File: src/design/kpeb_pkg.sv
// ---------------------------------------------------------------------------
// kpeb_pkg: shared types and constants of the keypad PIN entry buffer
// Key codes, beep codes, controller states and the keypad decode function.
// ---------------------------------------------------------------------------
package kpeb_pkg;

   typedef logic [4:0] key_code_type;
   typedef logic [1:0] beep_type;

   localparam key_code_type CODE_CLEAR = 5'd14;
   localparam key_code_type CODE_BACK  = 5'd15;
   localparam key_code_type CODE_ENTER = 5'd16;
   localparam key_code_type CODE_NONE  = 5'd31;
   localparam key_code_type CODE_DIGIT_MAX = 5'd9;

   localparam beep_type BEEP_NONE   = 2'd0;
   localparam beep_type BEEP_SHORT  = 2'd1;
   localparam beep_type BEEP_LONG   = 2'd2;
   localparam beep_type BEEP_DOUBLE = 2'd3;

   typedef enum logic [2:0] {
      ST_IDLE  = 3'b001,
      ST_COUNT = 3'b010,
      ST_DIGIT = 3'b100
   } ctrl_state_type;

   // Code of the key behind one matrix bit (bit = column*4 + row).
   function automatic key_code_type code_of_bit(input logic [3:0] bit_idx);
      key_code_type code;
      case (bit_idx)
         4'd0:    code = 5'd1;
         4'd1:    code = 5'd2;
         4'd2:    code = 5'd3;
         4'd3:    code = CODE_CLEAR;
         4'd4:    code = 5'd4;
         4'd5:    code = 5'd5;
         4'd6:    code = 5'd6;
         4'd7:    code = CODE_BACK;
         4'd8:    code = 5'd7;
         4'd9:    code = 5'd8;
         4'd10:   code = 5'd9;
         4'd11:   code = CODE_ENTER;
         4'd13:   code = 5'd0;
         default: code = CODE_NONE;
      endcase
      return code;
   endfunction

   // Lowest set bit wins; an empty matrix gives the no-key code.
   function automatic key_code_type decode_keys(input logic [15:0] matrix);
      key_code_type code;
      code = CODE_NONE;
      for (int b = 15; b >= 0; b--) begin
         if (matrix[b]) begin
            code = code_of_bit(4'(b));
         end
      end
      return code;
   endfunction

endpackage

File: src/design/keypad_pin_entry_buffer_core.sv
// ---------------------------------------------------------------------------
// keypad_pin_entry_buffer_core: PIN entry buffer fed by 4x4 keypad snapshots
// Decodes each snapshot, edits a digit buffer held in a small RAM and emits
// beep codes and password reports.
// ---------------------------------------------------------------------------
// Each request transfer carries one key matrix snapshot. A snapshot that
// changes nothing yields no response; a digit, backspace or clear yields one
// response transfer, and enter yields MAX_DIGITS+2 report bytes (ID, digit
// count, zero-padded digit slots). A snapshot is taken when the response
// register is free; an enter then keeps the request side closed while the
// report streams out of the digit RAM at one byte per cycle, held by any
// response stall. The RAM has one write and one registered read port;
// slots at or above the digit count are masked to zero on readout, so the
// RAM needs no clearing.
// ---------------------------------------------------------------------------
module keypad_pin_entry_buffer_core #(
   parameter int MAX_DIGITS = 15
) (
   input  logic        clock,
   input  logic        reset,
   input  logic        req_valid,
   output logic        req_ready,
   input  logic [15:0] req_key_matrix,
   output logic        rsp_valid,
   input  logic        rsp_ready,
   output kpeb_pkg::beep_type rsp_beep,
   output logic        rsp_report_valid,
   output logic [7:0]  rsp_report_byte,
   output logic        rsp_report_last,
   input  logic        csr_wr_en,
   input  logic [7:0]  csr_wr_data
);
   import kpeb_pkg::*;

   // Count width holds MAX_DIGITS itself; index width addresses the RAM.
   localparam int CW = $clog2(MAX_DIGITS + 1);
   localparam int IW = (MAX_DIGITS > 1) ? $clog2(MAX_DIGITS) : 1;
   localparam logic [CW-1:0] MAX_COUNT = CW'(MAX_DIGITS);
   localparam logic [IW-1:0] LAST_IDX  = IW'(MAX_DIGITS - 1);

   // Digit RAM, one registered read port.
   logic [3:0] digit_mem [MAX_DIGITS];
   logic [3:0] rd_data_ff;
   logic [IW-1:0] rd_addr;
   logic           wr_en;
   logic [IW-1:0] wr_addr;
   logic [3:0]    wr_data;

   ctrl_state_type state_ff, state_in;
   logic [CW-1:0]  count_ff, count_in;
   key_code_type   prev_code_ff, prev_code_in;
   logic [IW-1:0]  idx_ff, idx_in;
   logic [7:0]     report_id_ff;

   logic       rsp_valid_ff, rsp_valid_in;
   beep_type   rsp_beep_ff, rsp_beep_in;
   logic       rsp_rvalid_ff, rsp_rvalid_in;
   logic [7:0] rsp_byte_ff, rsp_byte_in;
   logic       rsp_last_ff, rsp_last_in;

   key_code_type code;
   logic slot_free, take, act;
   logic do_clear, do_back, do_enter, do_digit;
   logic idx_held;

   assign slot_free = !rsp_valid_ff || rsp_ready;
   assign req_ready = (state_ff == ST_IDLE) && slot_free;
   assign take      = req_valid && req_ready;

   assign code     = decode_keys(req_key_matrix);
   assign act      = take && (code != prev_code_ff) && (code != CODE_NONE);
   assign do_clear = act && (code == CODE_CLEAR) && (count_ff != '0);
   assign do_back  = act && (code == CODE_BACK)  && (count_ff != '0);
   assign do_enter = act && (code == CODE_ENTER) && (count_ff != '0);
   assign do_digit = act && (code <= CODE_DIGIT_MAX) && (count_ff < MAX_COUNT);

   // Append writes the new digit at the current count.
   assign wr_en   = do_digit;
   assign wr_addr = count_ff[IW-1:0];
   assign wr_data = code[3:0];

   // Read one slot ahead whenever a digit byte leaves, else hold the address.
   always_comb begin
      rd_addr = idx_ff;
      if (state_ff == ST_DIGIT && slot_free) begin
         rd_addr = (idx_ff == LAST_IDX) ? '0 : idx_ff + 1'b1;
      end
   end

   always_ff @(posedge clock) begin
      if (wr_en) begin
         digit_mem[wr_addr] <= wr_data;
      end
   end

   always_ff @(posedge clock) begin
      rd_data_ff <= digit_mem[rd_addr];
   end

   // Slots at or beyond the count report as zero.
   assign idx_held = CW'(idx_ff) < count_ff;

   always_comb begin
      state_in      = state_ff;
      count_in      = count_ff;
      prev_code_in  = prev_code_ff;
      idx_in        = idx_ff;
      rsp_valid_in  = rsp_valid_ff;
      rsp_beep_in   = rsp_beep_ff;
      rsp_rvalid_in = rsp_rvalid_ff;
      rsp_byte_in   = rsp_byte_ff;
      rsp_last_in   = rsp_last_ff;

      // Drop the response once taken; a new load below overrides this.
      if (slot_free) begin
         rsp_valid_in = 1'b0;
      end

      case (state_ff)
         ST_IDLE: begin
            if (take) begin
               prev_code_in = code;
               if (do_digit) begin
                  count_in      = count_ff + 1'b1;
                  rsp_valid_in  = 1'b1;
                  rsp_beep_in   = BEEP_SHORT;
                  rsp_rvalid_in = 1'b0;
                  rsp_byte_in   = '0;
                  rsp_last_in   = 1'b1;
               end else if (do_back) begin
                  count_in      = count_ff - 1'b1;
                  rsp_valid_in  = 1'b1;
                  rsp_beep_in   = BEEP_LONG;
                  rsp_rvalid_in = 1'b0;
                  rsp_byte_in   = '0;
                  rsp_last_in   = 1'b1;
               end else if (do_clear) begin
                  count_in      = '0;
                  rsp_valid_in  = 1'b1;
                  rsp_beep_in   = BEEP_DOUBLE;
                  rsp_rvalid_in = 1'b0;
                  rsp_byte_in   = '0;
                  rsp_last_in   = 1'b1;
               end else if (do_enter) begin
                  // Report starts with the ID byte.
                  rsp_valid_in  = 1'b1;
                  rsp_beep_in   = BEEP_LONG;
                  rsp_rvalid_in = 1'b1;
                  rsp_byte_in   = report_id_ff;
                  rsp_last_in   = 1'b0;
                  idx_in        = '0;
                  state_in      = ST_COUNT;
               end
            end
         end
         ST_COUNT: begin
            if (slot_free) begin
               rsp_valid_in  = 1'b1;
               rsp_beep_in   = BEEP_NONE;
               rsp_rvalid_in = 1'b1;
               rsp_byte_in   = 8'(count_ff);
               rsp_last_in   = 1'b0;
               state_in      = ST_DIGIT;
            end
         end
         ST_DIGIT: begin
            if (slot_free) begin
               rsp_valid_in  = 1'b1;
               rsp_beep_in   = BEEP_NONE;
               rsp_rvalid_in = 1'b1;
               rsp_byte_in   = idx_held ? {4'd0, rd_data_ff} : 8'd0;
               rsp_last_in   = (idx_ff == LAST_IDX);
               if (idx_ff == LAST_IDX) begin
                  // Report done: empty the buffer.
                  idx_in   = '0;
                  count_in = '0;
                  state_in = ST_IDLE;
               end else begin
                  idx_in = idx_ff + 1'b1;
               end
            end
         end
         default: begin
            state_in = ST_IDLE;
         end
      endcase
   end

   always_ff @(posedge clock) begin
      if (reset) begin
         state_ff      <= ST_IDLE;
         count_ff      <= '0;
         prev_code_ff  <= CODE_NONE;
         idx_ff        <= '0;
         rsp_valid_ff  <= 1'b0;
         report_id_ff  <= 8'd3;
      end else begin
         state_ff      <= state_in;
         count_ff      <= count_in;
         prev_code_ff  <= prev_code_in;
         idx_ff        <= idx_in;
         rsp_valid_ff  <= rsp_valid_in;
         if (csr_wr_en) begin
            report_id_ff <= csr_wr_data;
         end
      end
   end

   // Response payload holds without reset.
   always_ff @(posedge clock) begin
      rsp_beep_ff   <= rsp_beep_in;
      rsp_rvalid_ff <= rsp_rvalid_in;
      rsp_byte_ff   <= rsp_byte_in;
      rsp_last_ff   <= rsp_last_in;
   end

   assign rsp_valid        = rsp_valid_ff;
   assign rsp_beep         = rsp_beep_ff;
   assign rsp_report_valid = rsp_rvalid_ff;
   assign rsp_report_byte  = rsp_byte_ff;
   assign rsp_report_last  = rsp_last_ff;

endmodule

File: config.mk
export PLATFORM = sky130hd
export DESIGN_NAME = keypad_pin_entry_buffer_core
export DESIGN_NICKNAME = d
export VERILOG_FILES = /design/src/design/kpeb_pkg.sv /design/src/design/keypad_pin_entry_buffer_core.sv
export SDC_FILE = /design/constraint.sdc
export NUM_CORES = 1
export LEC_CHECK = 0
export ABC_AREA = 0
export ABC_CLOCK_PERIOD_IN_PS = 5950
export BUFFER_PORTS_ARGS = -buffer_cell sky130_fd_sc_hd__buf_2
export CORE_MARGIN = 2
export CORE_UTILIZATION = 50
export DETAILED_ROUTE_END_ITERATION = 12
export HOLD_SLACK_MARGIN = 0.05
export PLACE_DENSITY = 0.67
export SLEW_MARGIN = 20
export SYNTH_ARGS = -nofsm -noshare
export SYNTH_HDL_FRONTEND = slang
export SYNTH_SLANG_ARGS = --single-unit
File: constraint.sdc
create_clock -name clock -period 5.95 [get_ports clock]
set_clock_uncertainty 0.05 [all_clocks]
set_input_delay 0.2975 -clock clock [delete_from_list [all_inputs] [get_ports clock]]
set_output_delay 0.2975 -clock clock [all_outputs]
set_load 0.01 [all_outputs]
# Yosys cells after proc, flatten, opt, wreduce, memory -nomap -nowiden

Memory sizes are Yosys's and may differ from the RTL's. A register that Yosys moved wholly into a read port is not among the register bits.
Index checks and enable logic that the tools add are counted.
W data, S select, Z words.

Add/subtract/negate cells: 3
$lt $le $gt $ge: 3
Eq/ne operators: 20
Muxes and demuxes: 80
Reduce and logical (&&, ||, !) cells: 26

Operator list:

| operator              | number |
|---|---|
| $mux W5               | 14 |
| $mux W4               | 15 |
| $mux W8               | 7 |
| $mux W3               | 8 |
| $pmux W8 S3           | 1 |
| $mux W1               | 22 |
| $pmux W4 S2           | 2 |
| $ne A2 B2 Y1 const B  | 7 |
| $logic_and A1 B1 Y1   | 13 |
| $mux W2               | 6 |
| $eq A5 B4 Y1 const B  | 2 |
| $ne A5 B5 Y1 const B  | 2 |
| $reduce_and A5 Y1     | 2 |
| $pmux W3 S3           | 1 |
| $add A4 B1 Y4 const B | 2 |
| $reduce_and A8 Y1     | 1 |
| $reduce_and A7 Y1     | 1 |
| $eq A5 B5 Y1 const B  | 1 |
| $le A5 B4 Y1 const B  | 1 |
| $ne A5 B5 Y1          | 1 |
| $eq A4 B4 Y1 const B  | 1 |
| $lt A4 B4 Y1          | 1 |
| $lt A4 B4 Y1 const B  | 1 |
| $ne A2 B1 Y1 const B  | 2 |
| 16 further kinds      | 18 |

Register bits after elaboration: 37
RAM bits: 60
Input port bits: 29
Output and inout port bits: 14
Word-level logic and storage cells: 143
Memories kept: 1

Memories:

| memory    | depth | bits a word | rd ports | clocked after memory_dff | wr ports | RTL line                           | text |
|---|---|---|---|---|---|---|---|
| digit_mem | 15    | 4           | 1        | 1                        | 1        | keypad_pin_entry_buffer_core.sv:42 | `logic [3:0] digit_mem [MAX_DIGITS];` |

# Longest topological paths before layout

Gate-level depths: netlist (run 1).

Depth in word-level cells: 25
Depth in mapped cells: 10
Mapped depth without buffers: 8

# Worst setup path after synthesis (run 1)

OpenSTA, ideal clock, no wires.

Path kind: input to register
Start point: in req_key_matrix[1]
End point: reg rsp_byte_ff[0], in the netlist rsp_report_byte[0] (enable)
Library setup time: 0.374 ns
Arrival time: 2.538 ns
Data required time: 5.526 ns
Path slack: 2.988 ns
Stages on the path: 9
Buffers on the path: 1
Path through: or4_1 > a21oi_1 > a211oi_2 > xnor2_1 > o41ai_4 > or3_1 > buf_6 > and2_4 > nor2_1

Cells in the longest elaborated chain, start to end: 9
Elaborated cells on any way between the ends: 20
Classes of those cells: order compare: 1; eq/ne: 6; mux: 2; reduce/logical: 11

Ends and longest elaborated chain:

| what                                                 | RTL line                            | text |
|---|---|---|
| start, declared                                      | keypad_pin_entry_buffer_core.sv:23  | `input logic [15:0] req_key_matrix,` |
| $mux W5 * (2 in a row)                               | kpeb_pkg.sv:54                      | `if (matrix[b]) begin` |
| branches (longest 5 deep; another with $le A5 B4 Y1) | --                                  |  |
| $ne A5 B5 Y1 (no source line) *                      | --                                  |  |
| $reduce_and A5 Y1 (no source line) *                 | --                                  |  |
| end signal, assigned                                 | keypad_pin_entry_buffer_core.sv:213 | `rsp_byte_ff <= rsp_byte_in;` |
| end, declared                                        | keypad_pin_entry_buffer_core.sv:58  | `logic [7:0] rsp_byte_ff, rsp_byte_in;` |

Mark *: on every way between the ends.
A chain may end at the register's enable or synchronous reset.

# Worst setup path in the final report (run 1)

Start point: in req_key_matrix[10]
End point: reg rsp_byte_ff[0], in the netlist rsp_report_byte[0] (enable)

Cells in the longest elaborated chain, start to end: 18
Elaborated cells on any way between the ends: 29
Classes of those cells: order compare: 1; eq/ne: 6; mux: 11; reduce/logical: 11

Ends and longest elaborated chain:

| what                                                 | RTL line                           | text |
|---|---|---|
| $mux W5 * (11 in a row)                              | kpeb_pkg.sv:54                     |  |
| named net code[2]                                    | keypad_pin_entry_buffer_core.sv:61 | `key_code_type code;` |
| branches (longest 5 deep; another with $le A5 B4 Y1) | --                                 |  |
| $ne A5 B5 Y1 (no source line) *                      | --                                 |  |
| $reduce_and A5 Y1 (no source line) *                 | --                                 |  |

Mark *: on every way through the listed nets, which the timed path passes.

==> flow_metrics.env, run 1 <==
export IMPL_status="finished, final reports clean"
export IMPL_setup_viol=0
export IMPL_wl_met3_microns=454
export IMPL_maxSlewHeadroom_pct=47.0
export IMPL_fp_dieW_microns=101
export IMPL_fin_crit_sh_pct=55.2
export IMPL_fmax_mhz=305
export IMPL_ys_ff_latch=101
export IMPL_utilization_pct=57.1
export IMPL_synth_edff_count=72
export IMPL_antenna_found_initial=0
export IMPL_tns_ps=0
export IMPL_route_detailed_drc=0
export IMPL_m1WireLength_microns=4260
export IMPL_syn_to_final_growth_pct=11.0
export IMPL_critPathMaxStageDelay_ps=600
export IMPL_gp_congestion=0.841
export IMPL_dr_pass1_iters=5
export IMPL_worstMarginPinSlew_ps=793
export IMPL_yosys_warnings=0
export IMPL_post_cts_buffers=0
export IMPL_critPathLaunchType="input port"
export IMPL_post_cts_resized=0
export IMPL_drv_slew=0
export IMPL_ys_seq_area_share_pct=58.0
export IMPL_post_drt_via_cell_ratio=5.85
export IMPL_critPathMostFrequentCell="nor2_1"
export IMPL_clockBufferDepth=2
export IMPL_synthesis_area_sq_um=4730
export IMPL_clk_latency_ps=370
export IMPL_dr_max_layer_used="met4"
export IMPL_ant_nets=0
export IMPL_cts_made_buffers=9
export IMPL_htreeDepth=3
export IMPL_netlist_area_leader_share_pct=45.7
export IMPL_synth_cell_types=58
export IMPL_yosys_most_used_dff="edfxtp_1"
export IMPL_initial_core_util_pct=51.4
export IMPL_overflow=0
export IMPL_hpwl_microns=6730
export IMPL_hp_start="csr_wr_data[0]"
export IMPL_clock_sinks=101
export IMPL_ioPinCount=43
export IMPL_grt_pass1_wl_microns=15400
export IMPL_clk_pin_slew_ps=100
export IMPL_async_flop_share_pct=0
export IMPL_io_buffers=40
export IMPL_grt_max_degree=21
export IMPL_synth_area_leaders="edfxtp_1 46%, dfxtp_1 12%, mux2i_1 11%"
export IMPL_synthCells=391
export IMPL_syn_avg_cell_area_sq_um=12.1
export IMPL_critPathMaxFanout=17
export IMPL_min_period_ps=3280
export IMPL_path_cells="buf_2, nor2_1, and3_2, o21a_1, xor2_1, o41ai_4, or3_1, and2_4, nor2_1"
export IMPL_vias=3218
export IMPL_syn_nets=428
export IMPL_grtUsageTotal_pct=19.7
export IMPL_grt_pass1_vias=3054
export IMPL_nets=471
export IMPL_maxCapViolCount=0
export IMPL_timing_critical_path_from="req_key_matrix[10]"
export IMPL_wl_met2_microns=4740
export IMPL_rows=35
export IMPL_cp_required_ps=5890
export IMPL_core_sq_um=9200
export IMPL_ir_drop_uv=110
export IMPL_wirelength_microns=9500
export IMPL_hold_path_class="input port to flop"
export IMPL_power_density_nw_per_um2=261
export IMPL_drt_iter0_drc=200
export IMPL_rsz0062_at_grt="false"
export IMPL_clockRootBuffer="clkbuf_8"
export IMPL_drive_gt1_share_pct=19.1
export IMPL_finalPower_mw=1.37
export IMPL_dieArea_sq_um=10300
export IMPL_die_h_microns=101
export IMPL_cts_hold_buf=0
export IMPL_n_antenna_cell=0
export IMPL_crit_slowest_cell="nor2_1"
export IMPL_cts_tree="built"
export IMPL_synth_area_leader_cell="edfxtp_1"
export IMPL_timing_rr_start="rsp_valid"
export IMPL_p_leak_nw=1.97
export IMPL_arrival_ps=3230
export IMPL_wl_per_cell_microns=17.3
export IMPL_hold_violations=0
export IMPL_end_kind="flop"
export IMPL_path_class="input port to flop"
## Yosys cell counts, drive strengths merged (2+ instances only)
cell type	n
a21oi	22
o21ai	9
nor3	18
mux2i	50
mux4	4
or3b	2
o311ai	2
inv	16
o211ai	4
nor4	2
a31oi	6
o31a	2
buf	6
nor3b	2
edfxtp	72
or4	3
nand3b	2
or3	5
nand2	22
nor2	44
ha	8
o21a	2
or2	3
and3	3
dfxtp	29
clkbuf	7
a211oi	4
a222oi	4
and2	6
nor2b	3
nand3	4
nand2b	8
## cell usage in the layout (no fill, tap or decap), types with 3 or more instances in the layout
| cell | instances |
|---|---|
| a21oi_1 | 20 |
| buf_4 | 5 |
| clkbuf_8 | 9 |
| or3_1 | 5 |
| nor2_1 | 44 |
| a31oi_1 | 5 |
| mux2i_1 | 50 |
| nand2_1 | 21 |
| nand3_1 | 4 |
| mux4_2 | 4 |
| a222oi_1 | 4 |
| o211ai_1 | 4 |
| edfxtp_1 | 72 |
| inv_1 | 16 |
| nand2b_1 | 7 |
| and2_1 | 4 |
| ha_1 | 8 |
| buf_2 | 40 |
| or4_1 | 3 |
| nor2b_1 | 3 |
| dfxtp_1 | 29 |
| nor3_1 | 18 |
| or2_2 | 3 |
| o21ai_0 | 9 |
## flip-flops by register name (all words and copies together) (netlist names)
| signal | count |
|---|---|
| digit_mem | 60 |
| prev_code_ff | 5 |
| rsp_report_byte | 8 |
| report_id_ff | 8 |
| idx_ff | 4 |
| rsp_report_valid | 1 |
| rsp_beep | 2 |
| rd_data_ff | 4 |
| count_ff | 4 |
| rsp_report_last | 1 |
| state_ff | 3 |
| rsp_valid | 1 |
## power by group
part           total (mW)  switching, mW  internal (mW)
logic               0.133         0.0807         0.0519
clock network       0.444          0.243          0.201
registers           0.795         0.0124          0.783
## final timing paths
path                                      endpoint  slack [ps]  depth (start not counted)
worst min-delay path               report_id_ff[0]         100                          3
worst max register to register  rsp_report_byte[0]        2740                          8
worst max-delay path            rsp_report_byte[0]        2670                          9
worst min register to register     report_id_ff[5]         450                          2
## critical path, delay by kind of cell
family                    cells  cell delay, ps
buffers and inverters         1             120
xor gates and xnor gates      1             290
and+or+nand+nor               5            1780
AOI/OAI and AO/OA             2             730
## metal layers
| metal | vias to the layer above | GRT usage (%) |
|---|---|---|
| li1 | 1555 | - |
| met1 | 1557 | 26.6 |
| met2 | 100 | 33.0 |
| met3 | 6 | 3.80 |
| met4 | 0 | 4.78 |
| met5 | - | 0 |
## cells by family (layout without fill, tap and decap cells)
group / after synthesis / in the layout / share of synthesized area, %
AOI/OAI and AO/OA: 67 / 67 / 10.2
xor gates and xnor gates: 2 / 2 / 0.371
adders and majority gates: 8 / 8 / 2.12
buffers and inverters: 29 / 77 / 2.73
DFF: 101 / 101 / 58.0
muxes: 55 / 55 / 12.7
and+or+nand+nor: 129 / 129 / 13.8
## final cells by class
| class | count | area, sq um |
|---|---|---|
| clock inverters | 6 | 75.1 |
| flip-flops and latches | 101 | 2740 |
| repair buffers | 45 | 238 |
| fillers | 774 | 3950 |
| clock buffers | 10 | 128 |
| multi-input cells | 261 | 1870 |
| well taps | 111 | 139 |
| inverters | 16 | 60.1 |
## metrics by stage
step,area (sq um),hold slack (ps),setup slack (ps),instances
after global routing,5250,95.3,2500,550
after global placement,5050,412,2410,534
after detailed placement,5050,433,2280,534
after CTS,5250,86.5,2660,550
final,5250,95.1,2670,550
after floorplan,4730,376,2990,391
No activity file was read; power rests on OpenSTA's default activity.
==> run 2: changes to the inputs <==
- ABC_CLOCK_PERIOD_IN_PS: 5950 -> 3300
- clock period: 5.95 -> 3.3 ns (I/O delays scaled with it)
==> run 2 against run 1 <==
Non-clock buffer count increased by 22; sequential power increased by 80%; sequential cell count unchanged; first-iteration DRC count decreased by 9.0%; clock power increased by 78%; design area increased by 3.5%; critical path depth decreased by 2; worst hold slack got worse by 17 ps; die area unchanged; global-route usage increased by 0.45 points; setup slack got worse by 2300 ps; critical endpoint is now rsp_report_byte[2]; largest power group unchanged; highest routed layer unchanged.
==> flow_metrics.env, run 2 (synthesis results as in run 1) <==
export IMPL_design_area_sq_um=5430
export IMPL_io_buffers=40
export IMPL_drt_iter0_drc=182
export IMPL_timing_rr_start="count_ff[1]"
export IMPL_rsz0062_at_grt="false"
export IMPL_drv_slew=0
export IMPL_post_cts_resized=0
export IMPL_antenna_found_initial=0
export IMPL_maxSlewHeadroom_pct=46.2
export IMPL_status="finished, final reports clean"
export IMPL_p_comb_share_pct=10.4
export IMPL_hold_violations=0
export IMPL_hp_start="rsp_ready"
export IMPL_cts_made_buffers=9
export IMPL_vias=3287
export IMPL_timing_critical_path_from="count_ff[1]"
export IMPL_largest_register_ffs=60
export IMPL_power_frac_seq_pct=57.7
export IMPL_mostFrequentLayoutCells="72 x edfxtp_1, 50 x mux2i_1, 44 x nor2_1"
export IMPL_clk_latency_ps=360
export IMPL_power_density_nw_per_um2=457
export IMPL_cts_tree="built"
export IMPL_wl_per_cell_microns=16.9
export IMPL_setup_viol=0
export IMPL_path_cells="inv_1, ha_1, and3_1, mux2_2, o31a_2, and2_4, nor2_1"
export IMPL_arrival_ps=2870
export IMPL_critPathMaxStageDelay_ps=610
export IMPL_nets=493
export IMPL_regMostFlops="digit_mem"
export IMPL_crit_slowest_cell="nor2_1"
export IMPL_placed_area_sq_um=5150
export IMPL_switching_power_uw=604
export IMPL_initial_core_util_pct=51.4
export IMPL_ioPinCount=43
export IMPL_htreeDepth=3
export IMPL_rows=35
export IMPL_clock_sinks=101
export IMPL_worstMarginPinSlew_ps=804
export IMPL_clockBufferDepth=2
export IMPL_maxCapViolCount=0
export IMPL_grt_pass1_vias=3208
export IMPL_core_sq_um=9200
export IMPL_cp_required_ps=3240
export IMPL_dieArea_sq_um=10300
export IMPL_critPathLaunchType="flop"
export IMPL_drive_gt1_share_pct=21.3
export IMPL_grt_max_degree=21
export IMPL_end_kind="flop"
export IMPL_min_period_ps=2930
export IMPL_clk_pin_slew_ps=100
export IMPL_swShare_pct=24.3
export IMPL_path_buf_inv=1
export IMPL_pwr_share_clk_pct=31.9
export IMPL_fp_dieW_microns=101
export IMPL_hold_path_class="input port to flop"
export IMPL_path_class="flop to flop"
export IMPL_critPathTopFamily="simple AND/OR/NAND/NOR gates"
export IMPL_overflow=0
export IMPL_finalPower_mw=2.49
export IMPL_hpwl_microns=6870
export IMPL_dr_pass1_iters=5
export IMPL_clockRootBuffer="clkbuf_8"
export IMPL_fin_crit_sh_pct=88.8
export IMPL_post_drt_via_cell_ratio=5.75
export IMPL_ir_drop_uv=268
export IMPL_intPower_mw=1.88
export IMPL_p_leak_nw=2.07
export IMPL_die_h_microns=101
export IMPL_n_antenna_cell=0
export IMPL_route_detailed_drc=0
export IMPL_syn_to_final_growth_pct=14.9
export IMPL_gp_congestion=0.848
export IMPL_critPathMaxFanout=9
export IMPL_grt_pass1_wl_microns=15800
export IMPL_wirelength_microns=9690
export IMPL_layout_commonest_cell="edfxtp_1"
export IMPL_fmax_mhz=341
export IMPL_tns_ps=0
export IMPL_grtUsageTotal_pct=20.1
export IMPL_ant_nets=0
-- run 2: area by class of cell --
| class | instances | area (sq um) |
|---|---|---|
| fillers | 759 | 3760 |
| flip-flops and latches | 101 | 2740 |
| multi-input cells | 261 | 1870 |
| repair buffers | 67 | 423 |
| well taps | 111 | 139 |
| clock buffers | 9 | 124 |
| clock inverters | 7 | 78.8 |
| inverters | 16 | 60.1 |
-- run 2: routing by layer --
| layer | vias up | track usage [%] | wire length (microns) |
|---|---|---|---|
| met1 | 1587 | 26.9 | 4460 |
| met4 | 0 | 5.51 | 113 |
| li1 | 1603 | - | - |
| met5 | - | 0 | 0 |
| met2 | 87 | 34.0 | 4720 |
| met3 | 10 | 3.59 | 390 |
-- run 2: power by group through the flow --
stage | clock network (mW) | registers, mW | logic (mW)
after global routing | 0.860 | 1.44 | 0.288
after global placement | 0 | 1.46 | 0.247
after detailed placement | 0 | 1.46 | 0.252
final | 0.792 | 1.43 | 0.260
after CTS | 0.810 | 1.43 | 0.261
after floorplan | 0 | 1.47 | 0.149
-- run 2: worst register-to-register path: stages, from the launching register on --
cell	delay, ps
dfxtp_1	500
inv_1	150
ha_1	210
and3_1	250
mux2_2	310
o31a_2	350
and2_4	150
nor2_1	610
-- run 2: path summary, 6_finish.rpt --
check	to	slack [ps]	cells past startpoint
worst max-delay path	rsp_report_byte[2]	370	7
worst min register to register	report_id_ff[7]	440	2
worst max register to register	rsp_report_byte[2]	370	7
worst min-delay path	rsp_valid	80	3
-- run 2: timing repair --
| action | in CTS | in global routing |
|---|---|---|
| hold buffers | 8 | 0 |
| buffers inserted | 0 | 0 |
| endpoints found under the hold margin | 8 | 0 |
-- run 2: stage by stage --
stage / util [%] / cells / setup slack (ps) / hold slack, ps
2_1_floorplan: - / 391 / 416 / 243
3_5_place_dp: 56.0 / 548 / 94.8 / 340
3_3_place_gp: 56.0 / 548 / 159 / 336
5_1_grt: 59.1 / 572 / 208 / 74.4
4_1_cts: 59.1 / 572 / 394 / 62.4
6_report: 59.1 / 572 / 369 / 78.3
